$ cat src/hdl/mma_pkg.sv
// ----------------------------------------------------------------------------
// Moving average package
// Shared constants, field widths and the sequencer state type for the
// multichannel moving average block.
// ----------------------------------------------------------------------------
package mma_pkg;

  localparam int unsigned CHANNELS_DEF    = 4;
  localparam int unsigned WINDOW_DEF      = 5;
  localparam int unsigned SAMPLE_BITS_DEF = 16;

  localparam int unsigned CHANNEL_W = 2;
  localparam int unsigned SAMPLE_W  = 16;
  localparam int unsigned AVERAGE_W = 16;
  localparam int unsigned FILLED_W  = 3;

  typedef enum logic [2:0] {
    ST_IDLE,
    ST_READ,
    ST_UPDATE,
    ST_DIVIDE,
    ST_DONE
  } state_e;

endpackage

$ cat src/hdl/mma_in_if.sv
// ----------------------------------------------------------------------------
// Moving average input channel
// Valid/ready channel carrying one speed sample and its channel number.
// ----------------------------------------------------------------------------
interface mma_in_if;

  logic                           valid;
  logic                           ready;
  logic [mma_pkg::CHANNEL_W-1:0]  channel;
  logic [mma_pkg::SAMPLE_W-1:0]   sample;

  modport source (output valid, output channel, output sample, input ready);
  modport sink   (input valid, input channel, input sample, output ready);

endinterface

$ cat src/hdl/mma_out_if.sv
// ----------------------------------------------------------------------------
// Moving average output channel
// Valid/ready channel carrying one window average with its channel and fill.
// ----------------------------------------------------------------------------
interface mma_out_if;

  logic                           valid;
  logic                           ready;
  logic [mma_pkg::CHANNEL_W-1:0]  channel_out;
  logic [mma_pkg::AVERAGE_W-1:0]  average;
  logic [mma_pkg::FILLED_W-1:0]   filled;

  modport source (output valid, output channel_out, output average, output filled,
                  input ready);
  modport sink   (input valid, input channel_out, input average, input filled,
                  output ready);

endinterface

$ cat src/hdl/mma_div.sv
// ----------------------------------------------------------------------------
// Moving average divider
// Restoring unsigned divider that produces one quotient bit per cycle.
// ----------------------------------------------------------------------------
module mma_div #(
  parameter int unsigned DIVIDEND_W = 19,
  parameter int unsigned DIVISOR_W  = 3
) (
  input  logic                  clk_i,
  input  logic                  rst_ni,
  input  logic                  start_i,
  input  logic [DIVIDEND_W-1:0] dividend_i,
  input  logic [DIVISOR_W-1:0]  divisor_i,
  output logic                  done_o,
  output logic [DIVIDEND_W-1:0] quotient_o
);

  localparam int unsigned CNT_W = $clog2(DIVIDEND_W + 1);

  logic                  busy_q, busy_d;
  logic                  done_q, done_d;
  logic [CNT_W-1:0]      cnt_q, cnt_d;
  logic [DIVISOR_W:0]    rem_q, rem_d;
  logic [DIVIDEND_W-1:0] quo_q, quo_d;
  logic [DIVISOR_W-1:0]  dvs_q, dvs_d;
  logic [DIVISOR_W:0]    rem_sh;
  logic                  ge;

  always_comb begin
    rem_sh = {rem_q[DIVISOR_W-1:0], quo_q[DIVIDEND_W-1]};
    ge     = (rem_sh >= {1'b0, dvs_q});
    busy_d = busy_q;
    done_d = 1'b0;
    cnt_d  = cnt_q;
    rem_d  = rem_q;
    quo_d  = quo_q;
    dvs_d  = dvs_q;
    if (start_i) begin
      busy_d = 1'b1;
      cnt_d  = CNT_W'(DIVIDEND_W);
      rem_d  = '0;
      quo_d  = dividend_i;
      dvs_d  = divisor_i;
    end else if (busy_q) begin
      rem_d = ge ? (rem_sh - {1'b0, dvs_q}) : rem_sh;
      quo_d = {quo_q[DIVIDEND_W-2:0], ge};
      cnt_d = cnt_q - CNT_W'(1);
      if (cnt_q == CNT_W'(1)) begin
        busy_d = 1'b0;
        done_d = 1'b1;
      end
    end
  end

  always_ff @(posedge clk_i or negedge rst_ni) begin
    if (!rst_ni) begin
      busy_q <= 1'b0;
      done_q <= 1'b0;
      cnt_q  <= '0;
    end else begin
      busy_q <= busy_d;
      done_q <= done_d;
      cnt_q  <= cnt_d;
    end
  end

  always_ff @(posedge clk_i) begin
    rem_q <= rem_d;
    quo_q <= quo_d;
    dvs_q <= dvs_d;
  end

  assign done_o     = done_q;
  assign quotient_o = quo_q;

endmodule

$ cat src/hdl/multichannel_moving_average.sv
// ----------------------------------------------------------------------------
// Multichannel moving average
// Per-channel sliding-window average of unsigned speed samples.
// ----------------------------------------------------------------------------
// Usage: samples arrive on the valid/ready input channel, each beat naming a
// channel and carrying one sample. A beat for a channel number at or above
// CHANNELS is taken and dropped without any result. Every other beat yields
// exactly one result beat on the output channel: the channel, the truncated
// average of the samples in that channel's window, and the fill count.
// The result comes from the shared restoring divider, which produces one
// quotient bit per cycle. One sample is processed at a time, so a new input
// beat is taken only after the previous result has been loaded into the
// output register. A finished result waits in the output register; while it
// waits the next sample is taken and worked on, and only its final hand-over
// waits for the receiver.
// Reset clears all sums, write slots and fill counts. The sample ring needs
// no clearing pass: slots beyond the fill count are treated as zero.
// ----------------------------------------------------------------------------
module multichannel_moving_average #(
  parameter int unsigned CHANNELS    = mma_pkg::CHANNELS_DEF,
  parameter int unsigned WINDOW      = mma_pkg::WINDOW_DEF,
  parameter int unsigned SAMPLE_BITS = mma_pkg::SAMPLE_BITS_DEF
) (
  input  logic         clk_i,
  input  logic         rst_ni,
  mma_in_if.sink       in_i,
  mma_out_if.source    out_o
);

  localparam int unsigned CH_W   = (CHANNELS > 1) ? $clog2(CHANNELS) : 1;
  localparam int unsigned SLOT_W = $clog2(WINDOW);
  localparam int unsigned CNT_W  = $clog2(WINDOW + 1);
  localparam int unsigned SUM_W  = SAMPLE_BITS + $clog2(WINDOW);
  localparam int unsigned DEPTH  = CHANNELS * WINDOW;
  localparam int unsigned AW     = (DEPTH > 1) ? $clog2(DEPTH) : 1;
  localparam int unsigned CW     = mma_pkg::CHANNEL_W;

  mma_pkg::state_e state_q, state_d;

  logic [CW-1:0]          ch_q;
  logic [SAMPLE_BITS-1:0] smp_q;
  logic [SUM_W-1:0]       sum_q  [CHANNELS];
  logic [SLOT_W-1:0]      slot_q [CHANNELS];
  logic [CNT_W-1:0]       fill_q [CHANNELS];
  logic [SAMPLE_BITS-1:0] ring_q [DEPTH];
  logic [SAMPLE_BITS-1:0] rd_data_q;

  logic                   out_valid_q;
  logic [CW-1:0]          out_ch_q;
  logic [mma_pkg::AVERAGE_W-1:0] out_avg_q;
  logic [mma_pkg::FILLED_W-1:0]  out_fill_q;

  logic                   in_ready;
  logic                   accept;
  logic                   ch_ok;
  logic                   ring_re;
  logic                   upd_en;
  logic                   out_load;
  logic                   div_done;
  logic [SUM_W-1:0]       quotient;

  logic [CH_W+CW-1:0]     ch_ext;
  logic [CH_W-1:0]        ch_idx;
  logic [SAMPLE_BITS+mma_pkg::SAMPLE_W-1:0] smp_ext;
  logic [AW-1:0]          addr;
  logic [SLOT_W-1:0]      slot_cur;
  logic [CNT_W-1:0]       fill_cur;
  logic [CNT_W-1:0]       fill_new;
  logic [SLOT_W-1:0]      slot_new;
  logic [SAMPLE_BITS-1:0] old_smp;
  logic [SUM_W-1:0]       sum_new;
  logic [SUM_W+mma_pkg::AVERAGE_W-1:0] quo_ext;
  logic [CNT_W+mma_pkg::FILLED_W-1:0]  fill_ext;

  assign accept  = in_i.valid && in_ready;
  assign ch_ok   = (32'(in_i.channel) < CHANNELS);
  assign smp_ext = (SAMPLE_BITS + mma_pkg::SAMPLE_W)'(in_i.sample);

  assign ch_ext   = (CH_W + CW)'(ch_q);
  assign ch_idx   = ch_ext[CH_W-1:0];
  assign slot_cur = slot_q[ch_idx];
  assign fill_cur = fill_q[ch_idx];
  assign addr     = AW'(ch_idx * WINDOW) + AW'(slot_cur);

  assign old_smp  = (fill_cur < CNT_W'(WINDOW)) ? '0 : rd_data_q;
  assign sum_new  = sum_q[ch_idx] - SUM_W'(old_smp) + SUM_W'(smp_q);
  assign fill_new = (fill_cur < CNT_W'(WINDOW)) ? (fill_cur + CNT_W'(1)) : fill_cur;
  assign slot_new = (slot_cur == SLOT_W'(WINDOW - 1)) ? '0 : (slot_cur + SLOT_W'(1));

  always_comb begin
    state_d = state_q;
    unique case (state_q)
      mma_pkg::ST_IDLE: begin
        if (accept && ch_ok) begin
          state_d = mma_pkg::ST_READ;
        end
      end
      mma_pkg::ST_READ:   state_d = mma_pkg::ST_UPDATE;
      mma_pkg::ST_UPDATE: state_d = mma_pkg::ST_DIVIDE;
      mma_pkg::ST_DIVIDE: begin
        if (div_done) begin
          state_d = mma_pkg::ST_DONE;
        end
      end
      mma_pkg::ST_DONE: begin
        if (!out_valid_q || out_o.ready) begin
          state_d = mma_pkg::ST_IDLE;
        end
      end
      default: state_d = mma_pkg::ST_IDLE;
    endcase
  end

  always_comb begin
    in_ready = 1'b0;
    ring_re  = 1'b0;
    upd_en   = 1'b0;
    out_load = 1'b0;
    unique case (state_q)
      mma_pkg::ST_IDLE:   in_ready = 1'b1;
      mma_pkg::ST_READ:   ring_re  = 1'b1;
      mma_pkg::ST_UPDATE: upd_en   = 1'b1;
      mma_pkg::ST_DIVIDE: ;
      mma_pkg::ST_DONE:   out_load = !out_valid_q || out_o.ready;
      default: ;
    endcase
  end

  always_ff @(posedge clk_i or negedge rst_ni) begin
    if (!rst_ni) begin
      state_q     <= mma_pkg::ST_IDLE;
      out_valid_q <= 1'b0;
      for (int i = 0; i < CHANNELS; i++) begin
        sum_q[i]  <= '0;
        slot_q[i] <= '0;
        fill_q[i] <= '0;
      end
    end else begin
      state_q <= state_d;
      if (out_load) begin
        out_valid_q <= 1'b1;
      end else if (out_o.ready) begin
        out_valid_q <= 1'b0;
      end
      if (upd_en) begin
        sum_q[ch_idx]  <= sum_new;
        slot_q[ch_idx] <= slot_new;
        fill_q[ch_idx] <= fill_new;
      end
    end
  end

  always_ff @(posedge clk_i) begin
    if (accept) begin
      ch_q  <= in_i.channel;
      smp_q <= smp_ext[SAMPLE_BITS-1:0];
    end
    if (out_load) begin
      out_ch_q   <= ch_q;
      out_avg_q  <= quo_ext[mma_pkg::AVERAGE_W-1:0];
      out_fill_q <= fill_ext[mma_pkg::FILLED_W-1:0];
    end
  end

  always_ff @(posedge clk_i) begin
    if (upd_en) begin
      ring_q[addr] <= smp_q;
    end
    if (ring_re) begin
      rd_data_q <= ring_q[addr];
    end
  end

  mma_div #(
    .DIVIDEND_W (SUM_W),
    .DIVISOR_W  (CNT_W)
  ) u_div (
    .clk_i      (clk_i),
    .rst_ni     (rst_ni),
    .start_i    (upd_en),
    .dividend_i (sum_new),
    .divisor_i  (fill_new),
    .done_o     (div_done),
    .quotient_o (quotient)
  );

  assign quo_ext  = (SUM_W + mma_pkg::AVERAGE_W)'(quotient);
  assign fill_ext = (CNT_W + mma_pkg::FILLED_W)'(fill_cur);

  assign in_i.ready        = in_ready;
  assign out_o.valid       = out_valid_q;
  assign out_o.channel_out = out_ch_q;
  assign out_o.average     = out_avg_q;
  assign out_o.filled      = out_fill_q;

endmodule

$ cat src/flat_wrapper.sv
// flat-port wrapper written by rule: the top's interface ports become plain ports
module multichannel_moving_average_flat 
#(
  parameter int unsigned CHANNELS    = mma_pkg::CHANNELS_DEF,
  parameter int unsigned WINDOW      = mma_pkg::WINDOW_DEF,
  parameter int unsigned SAMPLE_BITS = mma_pkg::SAMPLE_BITS_DEF
)
  (clk_i, rst_ni, in_i_valid, in_i_channel, in_i_sample, in_i_ready, out_o_valid, out_o_channel_out, out_o_average, out_o_filled, out_o_ready);
  mma_in_if in_i_i ();
  mma_out_if out_o_i ();
  input  logic clk_i;
  input  logic rst_ni;
  input wire logic [$bits(in_i_i.valid)-1:0] in_i_valid;
  input wire logic [$bits(in_i_i.channel)-1:0] in_i_channel;
  input wire logic [$bits(in_i_i.sample)-1:0] in_i_sample;
  output wire logic [$bits(in_i_i.ready)-1:0] in_i_ready;
  output wire logic [$bits(out_o_i.valid)-1:0] out_o_valid;
  output wire logic [$bits(out_o_i.channel_out)-1:0] out_o_channel_out;
  output wire logic [$bits(out_o_i.average)-1:0] out_o_average;
  output wire logic [$bits(out_o_i.filled)-1:0] out_o_filled;
  input wire logic [$bits(out_o_i.ready)-1:0] out_o_ready;
  assign in_i_i.valid = in_i_valid;
  assign in_i_i.channel = in_i_channel;
  assign in_i_i.sample = in_i_sample;
  assign in_i_ready = in_i_i.ready;
  assign out_o_valid = out_o_i.valid;
  assign out_o_channel_out = out_o_i.channel_out;
  assign out_o_average = out_o_i.average;
  assign out_o_filled = out_o_i.filled;
  assign out_o_i.ready = out_o_ready;
  multichannel_moving_average #(.CHANNELS(CHANNELS), .WINDOW(WINDOW), .SAMPLE_BITS(SAMPLE_BITS)) u_core (.clk_i(clk_i), .rst_ni(rst_ni), .in_i(in_i_i), .out_o(out_o_i));
endmodule
$ cat config.mk
export PLATFORM = sky130hd
export DESIGN_NAME = multichannel_moving_average_flat
export DESIGN_NICKNAME = d
export VERILOG_FILES = /design/src/hdl/mma_pkg.sv /design/src/hdl/mma_in_if.sv /design/src/hdl/mma_out_if.sv /design/src/hdl/mma_div.sv /design/src/hdl/multichannel_moving_average.sv /design/src/flat_wrapper.sv
export SDC_FILE = /design/constraint.sdc
export NUM_CORES = 1
export LEC_CHECK = 0
export ABC_AREA = 1
export BUFFER_PORTS_ARGS = -buffer_cell sky130_fd_sc_hd__clkbuf_2
export CAP_MARGIN = 20
export CORE_UTILIZATION = 30
export DETAILED_ROUTE_END_ITERATION = 7
export GPL_TIMING_DRIVEN = 0
export PLACE_DENSITY = 0.45
export SYNTH_ARGS = -nofsm -noshare
export SYNTH_HDL_FRONTEND = slang
export SYNTH_SLANG_ARGS = --single-unit
$ cat constraint.sdc
create_clock -name clk_i -period 4.5 [get_ports clk_i]
set_input_delay 0.45 -clock clk_i [delete_from_list [all_inputs] [get_ports clk_i]]
set_output_delay 0.45 -clock clk_i [all_outputs]
set_load 0.005 [all_outputs]
Word-level counts from Yosys, hierarchy flattened:

Memories as Yosys holds them, arrays and structs flattened. A register that Yosys moved wholly into a read port is not among the register bits.
Index checks and enable logic that the tools add are counted.

* register bits after elaboration: 175
* RAM bits: 320
* input port bits: 22
* output and inout port bits: 23
* logic and storage cells: 98
* memories: 1

* add/sub/neg operators: 7
* multipliers: 1
* magnitude comparators: 4
* equal/unequal tests: 9
* multiplexer cells: 42
* bitwise gates (word level): 1
* reduce and logical (&&, ||, !) cells: 8

Memory list
* u_core.ring_q: words 20, bits a word 16, rd ports 1, clocked after memory_dff 1, write ports 1, line multichannel_moving_average.sv:45 `logic [SAMPLE_BITS-1:0] ring_q [DEPTH];`

Operator list (count)
* $mux 19: 5
* $bwmux 76: 1
* $bmux 19 s2: 1
* $demux 19 s2: 1
* $mux 3: 11
* $bwmux 12: 2
* $add 19x16->19: 1
* $sub 19x16->19: 1
* $mux 16: 1
* $pmux 3 s5: 1
* $mux 1: 14
* $bmux 3 s2: 2
* $mux 5: 2
* $add 3x1->3 const B: 2
* $demux 3 s2: 1
* $eq 3x2->1 const B: 2
* $eq 3x3->1 const B: 2
* $add 5x3->5: 1
* $eq 5x1->1 const B: 1
* $mul 2x3->5 const B: 1
* $sub 5x1->5 const B: 1
* $ge 4x3->1: 1
* $ne 2x1->1 const B: 2
* $reduce_bool 2->1: 2
* other kinds (12): 13

Longest topological paths before layout:

* word-level depth: 9
* mapped depth: 24
* depth with buffers taken out: 22

Modules after synthesis:

From an unflattened synthesis, not the netlist that was laid out.

* cells, all modules: 1877
* area total of the unflattened synthesis: 21763.4 um2

Modules (own cells, without submodules)
* multichannel_moving_average: times used 1, cells each 1721, area each 20264.4 um2
* mma_div: times used 1, cells each 156, area each 1498.9 um2

Least setup slack after synthesis:

No wires, ideal clock.

* kind: reg-to-reg
* start point: reg u_core.ch_q[0] (netlist: u_core.ch_idx[0])
* end point: mem u_core.ring_q[4][0] in the netlist's numbering (enable)
* setup time: 0.388 ns
* arrival time: 3.550 ns
* required time: 4.112 ns
* path slack: 0.562 ns
* cell stages (with the launch flop): 20
* path buffers: 3
* period minus slack after synthesis: 3.938 ns
* cell sequence: edfxtp_1 > buf_4 > nor2_1 > inv_1 > buf_2 > o22ai_1 > a21oi_1 > o21a_1 > inv_1 > ha_1 > ha_1 > fa_1 > nor2_1 > nor2_2 > inv_2 > nand2_1 > nor2_4 > inv_2 > buf_2 > nor2_1

* longest elaborated chain between the ends: 5
* elaborated cells on any way between the ends: 6
* classes of those cells: add/sub: 1; mul: 1; mux: 3; bitwise: 1

RTL lines
* start, declared: line multichannel_moving_average.sv:40 `logic [CW-1:0] ch_q;`
* start signal, assigned: line multichannel_moving_average.sv:155 `ch_q <= in_i.channel;`
* branches (longest 4 deep; another with $mul 2x3->5)
* $add 5x3->5 *: line multichannel_moving_average.sv:83 `assign addr = AW'(ch_idx * WINDOW) + AW'(slot_cur);`
* end, declared: line multichannel_moving_average.sv:45

Every way passes the cells marked *. The select of a mux whose other input is x is not followed.

Final worst setup path:

* start point: reg u_core.ch_q[1] (netlist: u_core.ch_idx[1])
* end point: mem u_core.ring_q[14][14] in the netlist's numbering (enable)

The elaborated chain is that of the path after synthesis.

==> results by group <==
Finish
  • Area delta synth->final: 20.1%
  • Final core occ: 0.364
  • Most common cell after layout, fill and taps aside: nand2_1
  • Fill count: 7082
  • Final #Nets: 2090
  • Commonest cells after routing, fill and taps aside: nand2_1 (522), edfxtp_1 (397), inv_1 (139), dfrtp_1 (111), nand3_1 (102)
  • Layout cell share with drive strength beyond 1: 0.142
  • Ant. Diodes: 0

Clocking
  • Root Driver: clkbuf_16
  • CTS tree: built
  • H-tree depth: 2
  • Clock buffer count from CTS: 55
  • Max Root-Sink Buffers: 3
  • Reg clk slew, reported paths: 0.06 ns
  • CTS sink cnt: 511
  • Later-pin clock latency in the skew report: 0.64 ns

Timing
  • RSZ-0062 raised after global routing: true
  • Final period util: 0.978
  • Worst Skew: 0.0413 ns
  • Fin Setup TNS: 0 ns
  • WHS: 0.0463 ns
  • Final setup violation count: 0
  • Slew @ Worst Pin: 1.11 ns
  • Final Hold Viols: 0
  • Max Clk Rate: 227 MHz
  • Minimum clock period: 4.40 ns
  • Rel. slew slack: 0.261
  • Final Max Tran Viols: 0

Global route
  • Initial antenna violation count: 1
  • Vias in the first global route: 14500
  • Global route total overflow: 0
  • First-pass GRT wire length: 95400 um
  • GRT Overall Usage: 0.176
  • Largest net degree at the start of global routing: 79

Setup path
  • Worst Path Arrival: 4.73 ns
  • Worst Path Buf+Inv: 7
  • Crit Path Category: flop to flop
  • Worst r2r dst: u_core.ring_q[14][14]
  • Critical path's slowest cell: edfxtp_1
  • Cell mode on critical path: inv_1
  • Worst-path cell chain: buf_4 > nor2_1 > inv_1 > clkbuf_4 > o22ai_1 > a21oi_1 > o21a_1 > inv_1 > ha_1 > ha_1 > inv_1 > nor2_2 > buf_4 > nand2_1 > nor2_2 > buf_8
  • Critical path endpoint category: flop
  • CP Max Fanout: 14
  • FF-to-FF Start: u_core.ch_idx[1]
  • Worst r2r path cells: 16
  • Max stage delay on crit path: 0.46 ns
  • Worst setup SP type: flop
  • Critical path required time: 4.83 ns
  • Crit path max-delay family: buffers and inverters
  • Reg2Reg Setup Slack: 0.10 ns

Place
  • Hpwl dp: 43900 um
  • Final RePlAce weighted congestion: 0.824
  • Port bufs: 44

Drt
  • Vias: 14600
  • Via density: 4.85
  • Drt wl/cell: 21.4 um
  • Total wire length: 64500 um
  • DRT iter0 DRCs: 1205
  • DR DRC count: 0
  • TritonRoute pass-1 iters: 5
  • Final ANT Viol Nets: 0

Pwr
  • PD cells: 784 nW/um2
  • Leakage: 10.2 nW
  • VDD IR max: 0.353 mV
  • Total power: 0.0204 W

Yosys
  • Mapped Cells: 1858
  • Yosys Warn Count: 0
  • Synth Area per Inst: 11.6 um2
  • Synth cell types: 42
  • Post-synthesis sequential area ratio: 0.682
  • Post-synth EDFFs: 397
  • Synth async-reset ratio: 0.217
  • Post-synth top flop: edfxtp_1
  • Synthesized Nets: 1931
  • #FFs+latches synth: 511
  • Synthesized area: 21600 um2

Floorplan
  • Row count: 98
  • Core Region: 71400 um2
  • Die Area: 73200 um2
  • Initial Util: 0.303
  • Die Y: 270 um
  • DIE WIDTH: 270 um
  • IO Pins: 45

Run
  • MaxCap Viol Count: 0

Worst hold path
  • Hold path start: out_o_ready
  • Hold worst-path end: u_core.out_o.valid
  • Hold path depth: 2
  • Worst hold path type: primary input to flop

Run status
  • Status: finished, final reports clean
Yosys cell counts (4+ instances only):
library cell | n | area (um2)
nand2_1 | 525 | 1970
edfxtp_1 | 397 | 11900
inv_1 | 140 | 526
dfrtp_1 | 111 | 2780
nand3_1 | 105 | 526
nor2_1 | 98 | 368
a22oi_1 | 97 | 728
o21ai_0 | 59 | 295
a21oi_1 | 50 | 250
buf_2 | 42 | 210
ha_1 | 33 | 413
a31oi_1 | 19 | 119
clkbuf_1 | 19 | 71.3
fa_1 | 18 | 360
nand4_1 | 15 | 93.8
inv_2 | 12 | 45.0
a41oi_1 | 11 | 96.3
o221ai_1 | 11 | 96.3
o22ai_1 | 10 | 62.6
a21o_1 | 9 | 67.6
buf_4 | 8 | 60.1
nor2_4 | 7 | 78.8
nor3_1 | 7 | 35.0
nand3b_1 | 6 | 45.0
nor2_2 | 6 | 37.5
o22a_1 | 5 | 43.8
or2_2 | 5 | 31.3
xor2_1 | 5 | 43.8
a22o_1 | 4 | 35.0
sequential cells by signal (all words and copies together) (netlist names):
| name | count |
|---|---|
| u_core.ch_idx | 2 |
| u_core.fill_q | 12 |
| u_core.out_o.average | 16 |
| u_core.out_o.channel_out | 2 |
| u_core.out_o.filled | 3 |
| u_core.out_o.valid | 1 |
| u_core.rd_data_q | 16 |
| u_core.ring_q | 320 |
| u_core.slot_q | 12 |
| u_core.smp_q | 16 |
| u_core.state_q | 3 |
| u_core.sum_q | 76 |
| u_core.u_div.busy_q | 1 |
| u_core.u_div.cnt_q | 5 |
| u_core.u_div.done_o | 1 |
| u_core.u_div.dvs_q | 3 |
| u_core.u_div.quotient_o | 19 |
| u_core.u_div.rem_q | 3 |
power by group:
| part | internal, W | switching, W |
|---|---|---|
| sequential | 0.00635 | 0.000525 |
| combinational | 0.00251 | 0.00613 |
| clock | 0.00290 | 0.00195 |
| total | 0.0118 | 0.00860 |
per-stage QoR:
stage          setup slack (ns)  area (um2)  cells
2_1_floorplan             0.562       21600   1858
3_3_place_gp              -1.39       23000   2852
3_5_place_dp             -0.582       23600   2879
4_1_cts                  0.0348       25900   3008
5_1_grt                 -0.0593       26000   3012
6_report                  0.101       26000   3012
cell families after synthesis:
logic type | share of synthesized area
AO/OA/AOI/OAI | 0.0852
adder cells (fa/ha/maj) | 0.0358
AND/OR/NAND/NOR | 0.151
XOR/XNOR | 0.00283
buffers and inverters | 0.0423
flip-flops | 0.682
layout make-up:
| class | instances | area, um2 | area share |
|---|---|---|---|
| buffer | 69 | 364 | 0.0140 |
| clock buffer | 66 | 1430 | 0.0550 |
| clock inverter | 36 | 489 | 0.0188 |
| inverter | 152 | 571 | 0.0220 |
| multi-input combinational | 1125 | 6150 | 0.237 |
| sequential | 511 | 14800 | 0.568 |
| tap | 950 | 1190 | 0.0458 |
| timing repair buffer | 103 | 1030 | 0.0395 |
timing repair:
action	CTS	global route
endpoints found under the setup margin	361	147
hold buffers	19	0
hold endpoints to repair	51	0
pin swaps	6	4
setup buffers	8	4
cloned	0	0
gates resized for setup	24	20
layer usage:
metal	GRT usage	up-vias	part of all wire
li1	-	6823	-
met1	0.234	7309	0.44
met2	0.294	395	0.47
met3	0.0288	94	0.052
met4	0.0553	0	0.028
met5	0	-	0
how the worst max path moves through the flow:
stage	from	endpoint	slack, ns	cells after the start
after floorplan	u_core.ch_idx[0]	u_core.ring_q[4][0]	0.56	19
after global placement	u_core.ch_idx[0]	u_core.ring_q[5][15]	-1.39	19
after detailed placement	u_core.ch_idx[0]	u_core.ring_q[4][14]	-0.58	16
after CTS	u_core.ch_idx[1]	u_core.u_div.quotient_o[16]	0.03	22
after global routing	u_core.ch_idx[1]	u_core.ring_q[14][12]	-0.06	16
final	u_core.ch_idx[1]	u_core.ring_q[14][14]	0.10	16
Power figures use the tool's default switching activity.
